[src/hdl/slkv_pkg.sv]
// Shared types and constants of the skip-list key-value store.
// No dependencies; imported by every module of the block.
package slkv_pkg;

  localparam int KEY_W       = 32;
  localparam int VAL_W       = 32;
  localparam int CAP_W       = 11;
  localparam int LIMIT_W     = 4;
  localparam int THRESH_W    = 16;
  localparam int CFG_W       = 16;
  localparam int CFG_IDX_W   = 2;
  localparam int IN_W        = 72;
  localparam int OUT_W       = 40;
  localparam int RES_W       = 36;
  localparam int LIMIT_DEFAULT = 5;

  // operation codes; the unused code acts as a search
  localparam logic [1:0] FUNC_SEARCH = 2'd0;
  localparam logic [1:0] FUNC_INSERT = 2'd1;
  localparam logic [1:0] FUNC_ERASE  = 2'd2;

  localparam logic [CFG_IDX_W-1:0] CFG_CAPACITY  = 2'd0;
  localparam logic [CFG_IDX_W-1:0] CFG_LEVEL_LIM = 2'd1;
  localparam logic [CFG_IDX_W-1:0] CFG_THRESHOLD = 2'd2;

  typedef enum logic [2:0] {
    OUT_FOUND     = 3'd0,
    OUT_NOT_FOUND = 3'd1,
    OUT_INSERTED  = 3'd2,
    OUT_UPDATED   = 3'd3,
    OUT_FULL      = 3'd4,
    OUT_ERASED    = 3'd5
  } outcome_t;

  typedef enum logic [4:0] {
    ST_IDLE,
    ST_LVL,
    ST_LINK,
    ST_KEY,
    ST_CMP,
    ST_HIT,
    ST_FOUND,
    ST_COIN,
    ST_RAISE,
    ST_POP,
    ST_ILINK,
    ST_IW1,
    ST_IW2,
    ST_ELINK,
    ST_ECHK,
    ST_EW,
    ST_EFIN,
    ST_LOWER,
    ST_OUT
  } state_t;

  typedef struct packed {
    logic pop;
    logic push;
  } free_ctl_t;

endpackage

[src/hdl/slkv_coin.sv]
// Galois LFSR coin for level draws of new nodes.
// Depends on slkv_pkg.
module slkv_coin import slkv_pkg::*; #(
  parameter int COIN_BITS = 16
) (
  input  logic                clk,
  input  logic                rst_n,
  input  logic                step,
  input  logic [THRESH_W-1:0] threshold,
  output logic                coin_ok
);

  localparam logic [COIN_BITS-1:0] TAPS = COIN_BITS'(32'h0000B400);
  localparam logic [COIN_BITS-1:0] SEED = COIN_BITS'(32'h0000ACE1);

  logic [COIN_BITS-1:0] lfsr_r;
  logic [COIN_BITS-1:0] lfsr_nxt;
  logic [THRESH_W-1:0]  draw;

  assign lfsr_nxt = lfsr_r[0] ? ((lfsr_r >> 1) ^ TAPS) : (lfsr_r >> 1);

  // take the top sixteen bits, or widen a short register to sixteen
  generate
    if (COIN_BITS >= THRESH_W) begin : g_wide
      assign draw = lfsr_nxt[COIN_BITS-1 -: THRESH_W];
    end else begin : g_narrow
      assign draw = {lfsr_nxt, {(THRESH_W-COIN_BITS){1'b0}}};
    end
  endgenerate

  assign coin_ok = draw < threshold;

  always_ff @(posedge clk) begin
    if (!rst_n) begin
      lfsr_r <= SEED;
    end else if (step) begin
      lfsr_r <= lfsr_nxt;
    end
  end

endmodule

[config.mk]
export PLATFORM = sky130hd
export DESIGN_NAME = slkv_coin
export DESIGN_NICKNAME = d
export VERILOG_FILES = /design/src/hdl/slkv_pkg.sv /design/src/hdl/slkv_coin.sv
export SDC_FILE = /design/constraint.sdc
export NUM_CORES = 1
export LEC_CHECK = 0
export BUFFER_PORTS_ARGS = -buffer_cell sky130_fd_sc_hd__buf_2
export CORE_UTILIZATION = 57
export CTS_CLUSTER_DIAMETER = 40
export DETAILED_ROUTE_END_ITERATION = 8
export PLACE_DENSITY = 0.83
export SYNTH_ARGS = -nofsm -noshare
export SYNTH_HDL_FRONTEND = slang
export SYNTH_SLANG_ARGS = --single-unit
[constraint.sdc]
create_clock -name clk -period 4 [get_ports clk]
set_input_delay 0 -clock clk [delete_from_list [all_inputs] [get_ports clk]]
set_output_delay 0 -clock clk [all_outputs]
set_load 0.01 [all_outputs]
==> impl_table.tex, run 1 <==
\begin{tabular}{lr}
\hline
Metric & Value \\
\hline
\multicolumn{2}{l}{\textbf{Clock network}} \\
\quad Post-CTS sizing & 0 \\
\quad Clock tree from TritonCTS & yes \\
\quad Root buffer cell & sky130\_fd\_sc\_hd\_\_clkbuf\_4 \\
\quad Clock-pin transition on the worst setup and hold timing paths & 0.09 ns \\
\quad Number of buffers inserted by post-CTS setup repair & 0 \\
\quad TritonCTS Buffers & 3 \\
\quad Maximum buffer depth of the clock tree & 2 \\
\quad Total clock sinks & 16 \\
\quad Hold-fix buffer count after cts & 0 \\
\quad Latest clock arrival within the worst-skew pair & 0.29 ns \\
\quad Number of H-tree levels & 1 \\
\multicolumn{2}{l}{\textbf{Power and ir drop}} \\
\quad Gate power share & 23.6\% \\
\quad Register share of total power & 52.4\% \\
\quad Switching power & 0.0954 mW \\
\quad Overall power consumption & around 0.34 mW \\
\quad Internal portion of total power & 0.247 mW \\
\quad P per Cell Area & $\sim$310 nW/µm² \\
\quad Switching share of power & approximately 28\% \\
\quad Clk network pwr share & 24.0\% \\
\quad Static Leakage & between 0.6 and 0.7 nW \\
\quad Worst ir drop on vdd & 0.000184 V \\
\multicolumn{2}{l}{\textbf{Place}} \\
\quad Post-Place Setup Slack & 2.16 ns \\
\quad Last weighted congestion value of the routability-driven placer & 0.753 \\
\quad Post-detailed-placement cell area & $\sim$1100 µm² \\
\quad Count of port buffers added during placement & 19 \\
\quad Number of placed instances, taps included & between 100 and 150 \\
\quad Final HPWL DP & 1310 µm \\
\multicolumn{2}{l}{\textbf{Final layout}} \\
\quad Final standard cell utilization of the core & 70.9\% \\
\quad Design area & 1100 µm² \\
\quad Post-layout instance count excluding filler cells & 141 \\
\quad Most used cells in the layout excluding fill and tap cells & sky130\_fd\_sc\_hd\_\_buf\_2, sky130\_fd\_sc\_hd\_\_inv\_1, sky130\_fd\_sc\_hd\_\_mux2i\_1, sky130\_fd\_sc\_hd\_\_dfxtp\_1, sky130\_fd\_sc\_hd\_\_ha\_1 \\
\quad Largest registers ranked by flip-flop count & lfsr\_r (16) \\
\quad Proportion of layout cells with a drive suffix above 1 & 18.4\% \\
\quad Layout overhead on the synthesized area & 12.3\% \\
\quad Commonest non-fill, non-tap cell in the layout & sky130\_fd\_sc\_hd\_\_buf\_2 \\
\quad Nets & around 160 \\
\quad Antenna diode instance count & 0 \\
\quad Largest register FFs & 16 \\
\quad Most flop-heavy register & lfsr\_r \\
\multicolumn{2}{l}{\textbf{GRT}} \\
\quad All-Layer GR Usage & 20.2\% \\
\quad Vias in the first global route & 691 \\
\quad Peak-usage layer in the global routing report & met2 \\
\quad Overflow left after global routing & 0 \\
\quad Global Route met1 Usage & 21.7\% \\
\quad Global Route met3 Usage & 2.92\% \\
\quad Number of antenna violations at the first check in global routing & 0 \\
\quad Global-route wire length before repair & 2730 µm \\
\quad Pin count of the biggest net entering global routing & 17 \\
\quad Met2 Usage GRT & 36.4\% \\
\multicolumn{2}{l}{\textbf{Yosys}} \\
\quad FF+latch count, synth & 16 \\
\quad Sequential cell area fraction in the yosys report & 32.6\% \\
\quad Post-Syn Instances & 106 \\
\quad Synthesized netlist net count & 140 \\
\quad Mean Syn Cell Area & 9.28 µm² \\
\quad Count of different cell masters after synthesis & 23 \\
\quad Area of the mapped netlist & 983 µm² \\
\quad Yosys warning total & 0 \\
\multicolumn{2}{l}{\textbf{Detailed routing}} \\
\quad Antenna-violating nets left & 0 \\
\quad Number of DRC markers after the initial detailed-route iteration & 13 \\
\quad 1st-pass router iterations & 6 \\
\quad Average vias per placed instance & 5.38 \\
\quad Number of design rule violations left after detail routing & 6 \\
\quad Final WL & 1600 µm \\
\quad Total number of vias & 758 \\
\quad Routed length per instance & 11.4 µm \\
\multicolumn{2}{l}{\textbf{Timing}} \\
\quad Slew HR & 69.2\% \\
\quad RSZ-0062 raised after global routing & false \\
\quad Sum Neg Setup Slack & 0 ns \\
\quad Setup clock skew after layout & 0.00655 ns \\
\quad Post-route setup slack & 1.85 ns \\
\quad Period utilization & 53.8\% \\
\quad Hold slack & -0.00362 ns \\
\quad Count of endpoints failing setup in the final report & 0 \\
\quad Hold Vio Cnt, Final & 2 \\
\quad Final count of pins violating max slew & 0 \\
\quad Highest Clock Rate & 465 MHz \\
\quad Minimum clock period after layout & 2.15 ns \\
\quad Worst Tran Pin Value & 0.461 ns \\
\multicolumn{2}{l}{\textbf{Critical path}} \\
\quad Critical Path Fanout Max & 6 \\
\quad Critical path cell sequence & xor2\_1 -> ha\_1 -> a21o\_1 -> a21o\_1 -> a221o\_1 -> a21oi\_1 -> buf\_2 \\
\quad Critical path's slowest cell & sky130\_fd\_sc\_hd\_\_dfxtp\_1 \\
\quad Category of the worst setup path capture point & primary output \\
\quad Type of the worst setup path & reg -> out \\
\quad Most frequent CP cell & sky130\_fd\_sc\_hd\_\_a21o\_1 \\
\quad Required time at the endpoint of the critical path & 4.00 ns \\
\quad Largest delay share family, worst path & compound AO/OA/AOI/OAI gates \\
\quad Delay of the slowest cell on the worst path & 0.46 ns \\
\quad Startpoint type of the worst setup path & flop \\
\quad Total buffers and inverters traversed by the critical path & 1 \\
\quad WP data arrival & approximately 2.2 ns \\
\multicolumn{2}{l}{\textbf{Floorplanning}} \\
\quad Die extent in y & 43.5 µm \\
\quad Number of top-level pins & 20 \\
\quad Core outline area & between 1500 and 2000 µm² \\
\quad Die area & 1900 µm² \\
\quad Initial core utilization & 63.1\% \\
\quad Number of rows in the core area & 14 \\
\quad Die Width & 43.5 µm \\
\multicolumn{2}{l}{\textbf{Run status}} \\
\quad Outcome & finished with violations \\
\quad Violated checks & design-rule violations, negative hold slack \\
\multicolumn{2}{l}{\textbf{Hold path}} \\
\quad Hold crit path type & in -> reg \\
\multicolumn{2}{l}{\textbf{Run}} \\
\quad Max Cap Violations & 0 \\
\hline
\end{tabular}
## kinds of logic after synthesis
family                   count (synthesis)  synth area share (%)
adder cells (fa/ha/maj)                 15                  19.1
flip-flops                              16                  32.6
multiplexers                            16                  16.3
XOR/XNOR                                 3                  2.67
AND/OR/NAND/NOR                         24                  12.3
AO/OA/AOI/OAI                           12                  8.91
buffers and inverters                   20                  8.14
## cells in the mapped netlist, drive strengths merged
library cell	number	area share, %
dfxtp	16	33
nor3	1	0.51
o311ai	1	0.89
nor2	1	0.38
nand4	2	1.3
o21ai	2	1.4
a2111oi	1	1.0
a21o	3	2.3
and3	1	0.64
a221o	1	1.0
nor2b	8	5.1
nand2	10	3.8
buf	2	1.3
o21a	1	0.76
mux2i	16	16
nand2b	1	0.64
ha	15	19
inv	17	6.5
xor2	3	2.7
a21oi	3	1.5
clkbuf	1	0.38
## power by group through the flow
stage | sequential, mW | combinational (mW) | clock [mW]
finish | 0.179 | 0.0808 | 0.0822
global route | 0.181 | 0.0938 | 0.0880
CTS | 0.179 | 0.0821 | 0.0835
detailed placement | 0.183 | 0.0816 | 0
global placement | 0.182 | 0.0768 | 0
floorplan | 0.180 | 0.0602 | 0
## path summary, 6_finish.rpt
| kind | startpoint | end | slack (ns) | cells after the start |
|---|---|---|---|---|
| max | lfsr_r[0]$_SDFFE_PN1P_ | coin_ok | 1.85 | 7 |
| min | rst_n | lfsr_r[5]$_SDFFE_PN1P_ | -0.004 | 2 |
| max reg2reg | lfsr_r[0]$_SDFFE_PN1P_ | lfsr_r[12]$_SDFFE_PN0P_ | 3.01 | 3 |
| min reg2reg | lfsr_r[10]$_SDFFE_PN1P_ | lfsr_r[10]$_SDFFE_PN1P_ | 0.51 | 2 |
## layer usage
metal | part of all wire [%] | vias to the layer above
met4 | 2.7 | 0
li1 | - | 399
met1 | 45 | 332
met5 | 0 | -
met3 | 4.7 | 5
met2 | 47 | 22
## cell type report
cell class / count / area (µm²)
fill: 129 / 454
sequential: 16 / 320
tap: 16 / 20.0
clock buffer: 3 / 22.5
inverter: 17 / 63.8
multi-input combinational: 70 / 583
timing repair buffer: 19 / 95.1
(Power assumes the default switching activity.)
==> inputs of run 2 (changes only) <==
Settings changed: CORE_UTILIZATION 57 to 53, PLACE_DENSITY 0.83 to 0.78.
Clock period 4 ns to 2 ns, I/O delays scaled along.
==> run 2 against run 1 <==
  * Core utilization is 1.8 points lower
  * Final cell count is 11% higher
  * Via count is 2.5% higher
  * Clock-buffer cell count is 1 higher
  * Register-to-register slack worse by 2.0 ns
  * Clock power grew to 2.6 times the previous value
  * The run now ends clean
  * Largest cell class unchanged
  * Routed wire length is 3.6% higher
  * Sequential cell count stayed put
  * Hold slack better by 0.22 ns
  * Clock skew is 0.0053 ns lower
  * Die area is 7.2% higher
==> impl_table.tex, run 2 (synthesized netlist as in run 1, its figures left out) <==
\begin{tabular}{lr}
\hline
Metric & Value \\
\hline
\multicolumn{2}{l}{\textbf{Clock network}} \\
\quad Total clock sinks & 16 (unchanged) \\
\quad Latest clock arrival within the worst-skew pair & 0.29 ns (about the same) \\
\quad Maximum buffer depth of the clock tree & 2 (unchanged) \\
\quad Clock-pin transition on the worst setup and hold timing paths & 0.09 ns (about the same) \\
\quad Clock tree from TritonCTS & yes (unchanged) \\
\quad Root buffer cell & sky130\_fd\_sc\_hd\_\_clkbuf\_4 (unchanged) \\
\quad Number of H-tree levels & 1 (unchanged) \\
\quad TritonCTS Buffers & 3 (unchanged) \\
\multicolumn{2}{l}{\textbf{GRT}} \\
\quad Vias in the first global route & 667 (was 691) \\
\quad Pin count of the biggest net entering global routing & 17 (unchanged) \\
\quad Global-route wire length before repair & 2690 µm (was 2730 µm) \\
\quad All-Layer GR Usage & 18.6\% (was 20.2\%) \\
\quad Number of antenna violations at the first check in global routing & 0 (unchanged) \\
\quad Overflow left after global routing & 0 (unchanged) \\
\multicolumn{2}{l}{\textbf{Timing}} \\
\quad Sum Neg Setup Slack & 0 ns (unchanged) \\
\quad RSZ-0062 raised after global routing & true (was false) \\
\quad Period utilization & between 90\% and 100\% \\
\quad Hold Vio Cnt, Final & 0 (was 2) \\
\quad Slew HR & 68.7\% (was 69.2\%) \\
\quad Minimum clock period after layout & roughly 2.0 ns \\
\quad Worst Tran Pin Value & 0.469 ns (was 0.461 ns) \\
\quad Count of endpoints failing setup in the final report & 0 (unchanged) \\
\quad Highest Clock Rate & between 500 and 600 MHz \\
\quad Setup clock skew after layout & 0.00124 ns (was 0.00655 ns) \\
\quad Final count of pins violating max slew & 0 (unchanged) \\
\quad Hold slack & 0.218 ns (was -0.00362 ns) \\
\multicolumn{2}{l}{\textbf{Critical path}} \\
\quad Register-to-register path setup slack & 1.00 ns (was 3.01 ns) \\
\quad Type of the worst setup path & reg -> out (unchanged) \\
\quad Most frequent CP cell & sky130\_fd\_sc\_hd\_\_a21o\_1 (unchanged) \\
\quad Critical Path Fanout Max & 4 (was 6) \\
\quad Critical path's slowest cell & sky130\_fd\_sc\_hd\_\_dfxtp\_4 (was sky130\_fd\_sc\_hd\_\_dfxtp\_1) \\
\quad Length in cells of the worst reg-to-reg path & 4 (was 3) \\
\quad Critical path cell sequence & xor2\_2 -> ha\_1 -> a21o\_1 -> a21o\_1 -> a221o\_1 -> a21oi\_1 -> buf\_2 (was xor2\_1 -> ha\_1 -> a21o\_1 -> a21o\_1 -> a221o\_1 -> a21oi\_1 -> buf\_2) \\
\quad Capture instance of the worst register-to-register path & lfsr\_r[10]\$\_SDFFE\_PN1P\_ (was lfsr\_r[12]\$\_SDFFE\_PN0P\_) \\
\quad Category of the worst setup path capture point & primary output (unchanged) \\
\quad WP data arrival & 1.99 ns (was 2.15 ns) \\
\quad Startpoint of the most critical register-to-register path & lfsr\_r[0]\$\_SDFFE\_PN1P\_ (unchanged) \\
\quad Required time at the endpoint of the critical path & 2.00 ns (was 4.00 ns) \\
\quad Delay of the slowest cell on the worst path & 0.37 ns (was 0.46 ns) \\
\quad Startpoint type of the worst setup path & flop (unchanged) \\
\multicolumn{2}{l}{\textbf{Final layout}} \\
\quad Number of inserted filler cells in the final layout & 154 (was 129) \\
\quad Proportion of layout cells with a drive suffix above 1 & 25.2\% (was 18.4\%) \\
\quad Final standard cell utilization of the core & 69.1\% (was 70.9\%) \\
\quad Design area & 1190 µm² (was 1100 µm²) \\
\quad Nets & 166 (was 161) \\
\quad Largest registers ranked by flip-flop count & lfsr\_r (16) (unchanged) \\
\quad Most flop-heavy register & lfsr\_r (unchanged) \\
\quad Most used cells in the layout excluding fill and tap cells & sky130\_fd\_sc\_hd\_\_buf\_2, sky130\_fd\_sc\_hd\_\_inv\_1, sky130\_fd\_sc\_hd\_\_mux2i\_1 (was sky130\_fd\_sc\_hd\_\_buf\_2, sky130\_fd\_sc\_hd\_\_inv\_1, sky130\_fd\_sc\_hd\_\_mux2i\_1, sky130\_fd\_sc\_hd\_\_dfxtp\_1, sky130\_fd\_sc\_hd\_\_ha\_1) \\
\quad Area of combinational cells with multiple inputs & 601 µm² (was 583 µm²) \\
\quad Storage cell area & 325 µm² (was 320 µm²) \\
\quad Commonest non-fill, non-tap cell in the layout & sky130\_fd\_sc\_hd\_\_buf\_2 (unchanged) \\
\quad Largest register FFs & 16 (unchanged) \\
\quad Antenna diode instance count & 0 (unchanged) \\
\quad Layout overhead on the synthesized area & 21.2\% (was 12.3\%) \\
\multicolumn{2}{l}{\textbf{Power and ir drop}} \\
\quad P per Cell Area & 635 nW/µm² (was 310 nW/µm²) \\
\quad Worst ir drop on vdd & 0.000373 V (was 0.000184 V) \\
\quad Static Leakage & 0.650 nW (was 0.616 nW) \\
\quad Overall power consumption & 0.757 mW (was 0.342 mW) \\
\multicolumn{2}{l}{\textbf{Hold path}} \\
\quad Hold wc startpoint & step (was rst\_n) \\
\quad Hold-critical path endpoint & lfsr\_r[0]\$\_SDFFE\_PN1P\_ (was lfsr\_r[5]\$\_SDFFE\_PN1P\_) \\
\quad Worst hold path stage count & 3 (was 2) \\
\quad Hold crit path type & in -> reg (unchanged) \\
\multicolumn{2}{l}{\textbf{Place}} \\
\quad Post-detailed-placement cell area & 1090 µm² (was 1080 µm²) \\
\quad Final HPWL DP & 1240 µm (was 1310 µm) \\
\quad Last weighted congestion value of the routability-driven placer & 0.746 (was 0.753) \\
\quad Count of port buffers added during placement & 19 (unchanged) \\
\multicolumn{2}{l}{\textbf{Detailed routing}} \\
\quad Total number of vias & 777 (was 758) \\
\quad 1st-pass router iterations & 4 (was 6) \\
\quad Routed length per instance & 10.6 µm (was 11.4 µm) \\
\quad Number of DRC markers after the initial detailed-route iteration & 5 (was 13) \\
\quad Antenna-violating nets left & 0 (unchanged) \\
\quad Number of design rule violations left after detail routing & 0 (was 6) \\
\quad Average vias per placed instance & 4.98 (was 5.38) \\
\quad Final WL & 1660 µm (was 1600 µm) \\
\multicolumn{2}{l}{\textbf{Floorplanning}} \\
\quad Initial core utilization & 57.0\% (was 63.1\%) \\
\quad Die Width & 45.1 µm (was 43.5 µm) \\
\quad Number of rows in the core area & 15 (was 14) \\
\quad Number of top-level pins & 20 (unchanged) \\
\quad Core outline area & 1730 µm² (was 1560 µm²) \\
\quad Die area & 2030 µm² (was 1900 µm²) \\
\quad Die extent in y & 45.1 µm (was 43.5 µm) \\
\multicolumn{2}{l}{\textbf{Run}} \\
\quad Max Cap Violations & 0 (unchanged) \\
\multicolumn{2}{l}{\textbf{Run status}} \\
\quad Outcome & complete, no violations (was finished with violations) \\
\hline
\end{tabular}
run 2: cell types whose count changed in the layout (fill, tap and decap cells not counted), sizes merged:
cell	delta
buf	+4
clkbuf	+1
dlygate4sd3	+1
run 2: where the power goes:
part,internal (mW),switching [mW],leakage (nW)
registers,0.340,0.0188,0.133
logic,0.0987,0.0845,0.497
clock network,0.111,0.104,0.0210
total,0.550,0.207,0.650
run 2: worst max path at each step:
stage          cells after the start  slack (ns)                    from       to
3_3_place_gp                       7        0.21  lfsr_r[0]$_SDFFE_PN1P_  coin_ok
2_1_floorplan                      6        0.29  lfsr_r[0]$_SDFFE_PN1P_  coin_ok
4_1_cts                            8       0.002  lfsr_r[0]$_SDFFE_PN1P_  coin_ok
6_report                           7        0.01  lfsr_r[0]$_SDFFE_PN1P_  coin_ok
5_1_grt                            7       -0.05  lfsr_r[0]$_SDFFE_PN1P_  coin_ok
3_5_place_dp                       7        0.14  lfsr_r[0]$_SDFFE_PN1P_  coin_ok
run 2: what timing repair did:
item | in CTS | in global routing
pin swaps | 6 | 2
endpoints found under the hold margin | 5 | 0
hold buffers | 1 | 0
setup endpoints to repair | 1 | 1
gates resized for setup | 5 | 2
buffers inserted | 3 | 1
run 2: worst max-delay path: cells and delay by family, from the launching register on:
kind	cells	cell delay (ns)
buf+inv	1	0.14
xor+xnor	1	0.15
fa+ha+maj	1	0.29
flops	1	0.37
compound gates	4	0.74
run 2: layout make-up:
cell class | count | area share (%)
Timing Repair Buffer | 24 | 11.3
Inverter | 17 | 5.35
Sequential cell | 16 | 27.3
Clock buffer | 4 | 3.04
Tap cell | 25 | 2.62
Multi-Input combinational cell | 70 | 50.4
run 2: stage by stage:
stage	std cells	worst slack, ns
after detailed placement	147	0.138
after global routing	156	-0.0498
after floorplan	106	0.287
after global placement	147	0.206
after CTS	155	0.00239
final	156	0.0132
run 2: metal layers:
metal / track usage, % / share of wire [%] / up-vias
met5: 0 / 0 / -
met4: 12.7 / 2.4 / 0
met3: 2.40 / 2.9 / 5
met2: 29.9 / 47 / 19
met1: 23.2 / 48 / 349
li1: - / - / 404
==> inputs of run 3 (changes only) <==
Settings changed: BUFFER_PORTS_ARGS -buffer_cell sky130_fd_sc_hd__buf_2 to -buffer_cell sky130_fd_sc_hd__buf_4.
==> run 3 against run 2 <==
  * The run now ends with negative setup slack left
  * Sequential share of layout area is 1.2 points lower
  * Clock power hardly changed
  * Combinational power is 8% higher
  * Sequential power hardly changed
  * Sequential cell count unchanged
  * Register-to-register slack is essentially flat
  * Die area stayed put
  * Clock-buffer cell count unchanged
  * Power increased by 1.4%
  * Highest routed layer unchanged
==> impl_table.tex, run 3 (synthesized netlist as in run 1, its figures left out) <==
\begin{tabular}{lr}
\hline
Metric & Value \\
\hline
\multicolumn{2}{l}{\textbf{Run status}} \\
\quad Outcome & finished with violations (was complete, no violations) \\
\quad Violated checks & negative setup slack \\
\multicolumn{2}{l}{\textbf{Detailed routing}} \\
\quad Average vias per placed instance & 4.96 (was 4.98) \\
\quad Final WL & 1650 µm (was 1660 µm) \\
\quad Routed length per instance & 10.5 µm (was 10.6 µm) \\
\quad Number of design rule violations left after detail routing & 0 (unchanged) \\
\quad Antenna-violating nets left & 0 (unchanged) \\
\quad Number of DRC markers after the initial detailed-route iteration & 2 (was 5) \\
\quad 1st-pass router iterations & 2 (was 4) \\
\quad Total number of vias & 778 (was 777) \\
\multicolumn{2}{l}{\textbf{Timing}} \\
\quad Period utilization & 101\% (was 99.3\%) \\
\quad Worst Tran Pin Value & 0.354 ns (was 0.469 ns) \\
\quad Setup clock skew after layout & 0.00200 ns (was 0.00124 ns) \\
\quad Post-route setup slack & -0.0159 ns (was 0.0132 ns) \\
\quad Count of endpoints failing setup in the final report & 1 (was 0) \\
\quad Highest Clock Rate & 496 MHz (was 503 MHz) \\
\quad Minimum clock period after layout & 2.02 ns (was 1.99 ns) \\
\quad Final count of pins violating max slew & 0 (unchanged) \\
\quad Hold Vio Cnt, Final & 0 (unchanged) \\
\quad RSZ-0062 raised after global routing & true (unchanged) \\
\quad Slew HR & 76.3\% (was 68.7\%) \\
\quad Hold slack & 0.136 ns (was 0.218 ns) \\
\multicolumn{2}{l}{\textbf{Critical path}} \\
\quad Category of the worst setup path capture point & primary output (unchanged) \\
\quad Largest delay share family, worst path & compound AO/OA/AOI/OAI gates (unchanged) \\
\quad Total buffers and inverters traversed by the critical path & 1 (unchanged) \\
\quad WP data arrival & 2.02 ns (was 1.99 ns) \\
\quad Most frequent CP cell & sky130\_fd\_sc\_hd\_\_a21o\_1 (unchanged) \\
\quad Critical Path Fanout Max & 4 (unchanged) \\
\quad Startpoint type of the worst setup path & flop (unchanged) \\
\quad Type of the worst setup path & reg -> out (unchanged) \\
\quad Required time at the endpoint of the critical path & 2.00 ns (about the same) \\
\quad Critical path's slowest cell & sky130\_fd\_sc\_hd\_\_dfxtp\_4 (unchanged) \\
\quad Critical path cell sequence & xor2\_2 -> ha\_1 -> a21o\_1 -> a21o\_1 -> a221o\_1 -> a21oi\_1 -> buf\_4 (was xor2\_2 -> ha\_1 -> a21o\_1 -> a21o\_1 -> a221o\_1 -> a21oi\_1 -> buf\_2) \\
\quad Delay of the slowest cell on the worst path & 0.37 ns (about the same) \\
\multicolumn{2}{l}{\textbf{Power and ir drop}} \\
\quad Overall power consumption & 0.768 mW (was 0.757 mW) \\
\quad Static Leakage & 0.670 nW (was 0.650 nW) \\
\quad P per Cell Area & 617 nW/µm² (was 635 nW/µm²) \\
\quad Worst ir drop on vdd & 0.000444 V (was 0.000373 V) \\
\multicolumn{2}{l}{\textbf{Clock network}} \\
\quad TritonCTS Buffers & 3 (unchanged) \\
\quad Number of H-tree levels & 1 (unchanged) \\
\quad Root buffer cell & sky130\_fd\_sc\_hd\_\_clkbuf\_4 (unchanged) \\
\quad Maximum buffer depth of the clock tree & 2 (unchanged) \\
\quad Clock-pin transition on the worst setup and hold timing paths & 0.09 ns (about the same) \\
\quad Clock tree from TritonCTS & yes (unchanged) \\
\quad Total clock sinks & 16 (unchanged) \\
\quad Latest clock arrival within the worst-skew pair & 0.29 ns (about the same) \\
\multicolumn{2}{l}{\textbf{Floorplanning}} \\
\quad Die Width & 45.1 µm (unchanged) \\
\quad Initial core utilization & 57.0\% (unchanged) \\
\quad Die extent in y & 45.1 µm (unchanged) \\
\quad Number of rows in the core area & 15 (unchanged) \\
\quad Number of top-level pins & 20 (unchanged) \\
\quad Die area & 2030 µm² (unchanged) \\
\quad Core outline area & 1730 µm² (unchanged) \\
\multicolumn{2}{l}{\textbf{Hold path}} \\
\quad Hold crit path type & in -> reg (unchanged) \\
\multicolumn{2}{l}{\textbf{GRT}} \\
\quad Number of antenna violations at the first check in global routing & 0 (unchanged) \\
\quad All-Layer GR Usage & 17.2\% (was 18.6\%) \\
\quad Overflow left after global routing & 0 (unchanged) \\
\quad Global-route wire length before repair & 2490 µm (was 2690 µm) \\
\quad Pin count of the biggest net entering global routing & 17 (unchanged) \\
\quad Vias in the first global route & 630 (was 667) \\
\multicolumn{2}{l}{\textbf{Final layout}} \\
\quad Layout overhead on the synthesized area & 26.6\% (was 21.2\%) \\
\quad Most flop-heavy register & lfsr\_r (unchanged) \\
\quad Proportion of layout cells with a drive suffix above 1 & 25.0\% (was 25.2\%) \\
\quad Largest register FFs & 16 (unchanged) \\
\quad Commonest non-fill, non-tap cell in the layout & sky130\_fd\_sc\_hd\_\_buf\_4 (was sky130\_fd\_sc\_hd\_\_buf\_2) \\
\quad Nets & 167 (was 166) \\
\quad Antenna diode instance count & 0 (unchanged) \\
\quad Largest registers ranked by flip-flop count & lfsr\_r (16) (unchanged) \\
\quad Most used cells in the layout excluding fill and tap cells & sky130\_fd\_sc\_hd\_\_buf\_4, sky130\_fd\_sc\_hd\_\_inv\_1, sky130\_fd\_sc\_hd\_\_mux2i\_1 (was sky130\_fd\_sc\_hd\_\_buf\_2, sky130\_fd\_sc\_hd\_\_inv\_1, sky130\_fd\_sc\_hd\_\_mux2i\_1) \\
\multicolumn{2}{l}{\textbf{Place}} \\
\quad Post-Place Setup Slack & 0.150 ns (was 0.138 ns) \\
\quad Count of port buffers added during placement & 19 (unchanged) \\
\quad Last weighted congestion value of the routability-driven placer & 0.710 (was 0.746) \\
\quad Final HPWL DP & 1230 µm (was 1240 µm) \\
\multicolumn{2}{l}{\textbf{Run}} \\
\quad Max Cap Violations & 0 (unchanged) \\
\hline
\end{tabular}
run 3: cell count changes in the layout (fill, tap and decap cells not counted), sizes merged:
cell,previous run,this run
buf,23,24
run 3: final cells by class:
class / count / area, µm²
repair buffers: 25 / 190
flip-flops and latches: 16 / 325
inverters: 17 / 63.8
well taps: 25 / 31.3
fillers: 142 / 482
clock buffers: 4 / 36.3
multi-input cells: 70 / 598
run 3: power by group:
group / internal, mW / switching (mW) / leakage, nW
Sequential: 0.340 / 0.0181 / 0.133
Combinational: 0.113 / 0.0841 / 0.517
Clock: 0.111 / 0.101 / 0.0210
run 3: per-stage QoR:
stage / util, % / instance area, µm² / setup TNS (ns) / instances
after floorplan: - / 983 / 0 / 106
after global placement: 66.1 / 1140 / 0 / 147
after detailed placement: 66.1 / 1140 / 0 / 147
after CTS: 70.4 / 1210 / -0.0230 / 154
after global routing: 72.1 / 1240 / -0.0887 / 157
final: 72.1 / 1240 / -0.0159 / 157
run 3: layer usage:
layer | wire length, µm | track usage [%] | vias up
li1 | - | - | 406
met1 | 800 | 21.2 | 348
met2 | 748 | 27.2 | 19
met3 | 52 | 2.40 | 5
met4 | 48 | 12.7 | 0
met5 | 0 | 0 | -
run 3: path summary, 6_finish.rpt:
| check | slack (ns) | to | cells past startpoint | start |
|---|---|---|---|---|
| setup / recovery | -0.02 | coin_ok | 7 | lfsr_r[0]$_SDFFE_PN1P_ |
| hold / removal | 0.14 | lfsr_r[6]$_SDFFE_PN1P_ | 3 | step |
| setup reg to reg | 1.01 | lfsr_r[10]$_SDFFE_PN1P_ | 4 | lfsr_r[0]$_SDFFE_PN1P_ |
| hold reg to reg | 0.50 | lfsr_r[13]$_SDFFE_PN1P_ | 2 | lfsr_r[13]$_SDFFE_PN1P_ |
run 3: worst reg2reg max path: stages, from the launching register on:
cell                      delay (ns)
sky130_fd_sc_hd__dfxtp_4        0.37
sky130_fd_sc_hd__buf_4          0.15
sky130_fd_sc_hd__xor2_2         0.18
sky130_fd_sc_hd__mux2i_1        0.13
sky130_fd_sc_hd__nand2_1        0.06
run 3: timing repair:
action | in CTS | in global routing
hold buffers | 1 | 0
pin swaps | 5 | 4
hold endpoints to repair | 8 | 0
endpoints found under the setup margin | 1 | 1
resized for setup | 4 | 1
gates cloned | 0 | 0
setup buffers | 2 | 3
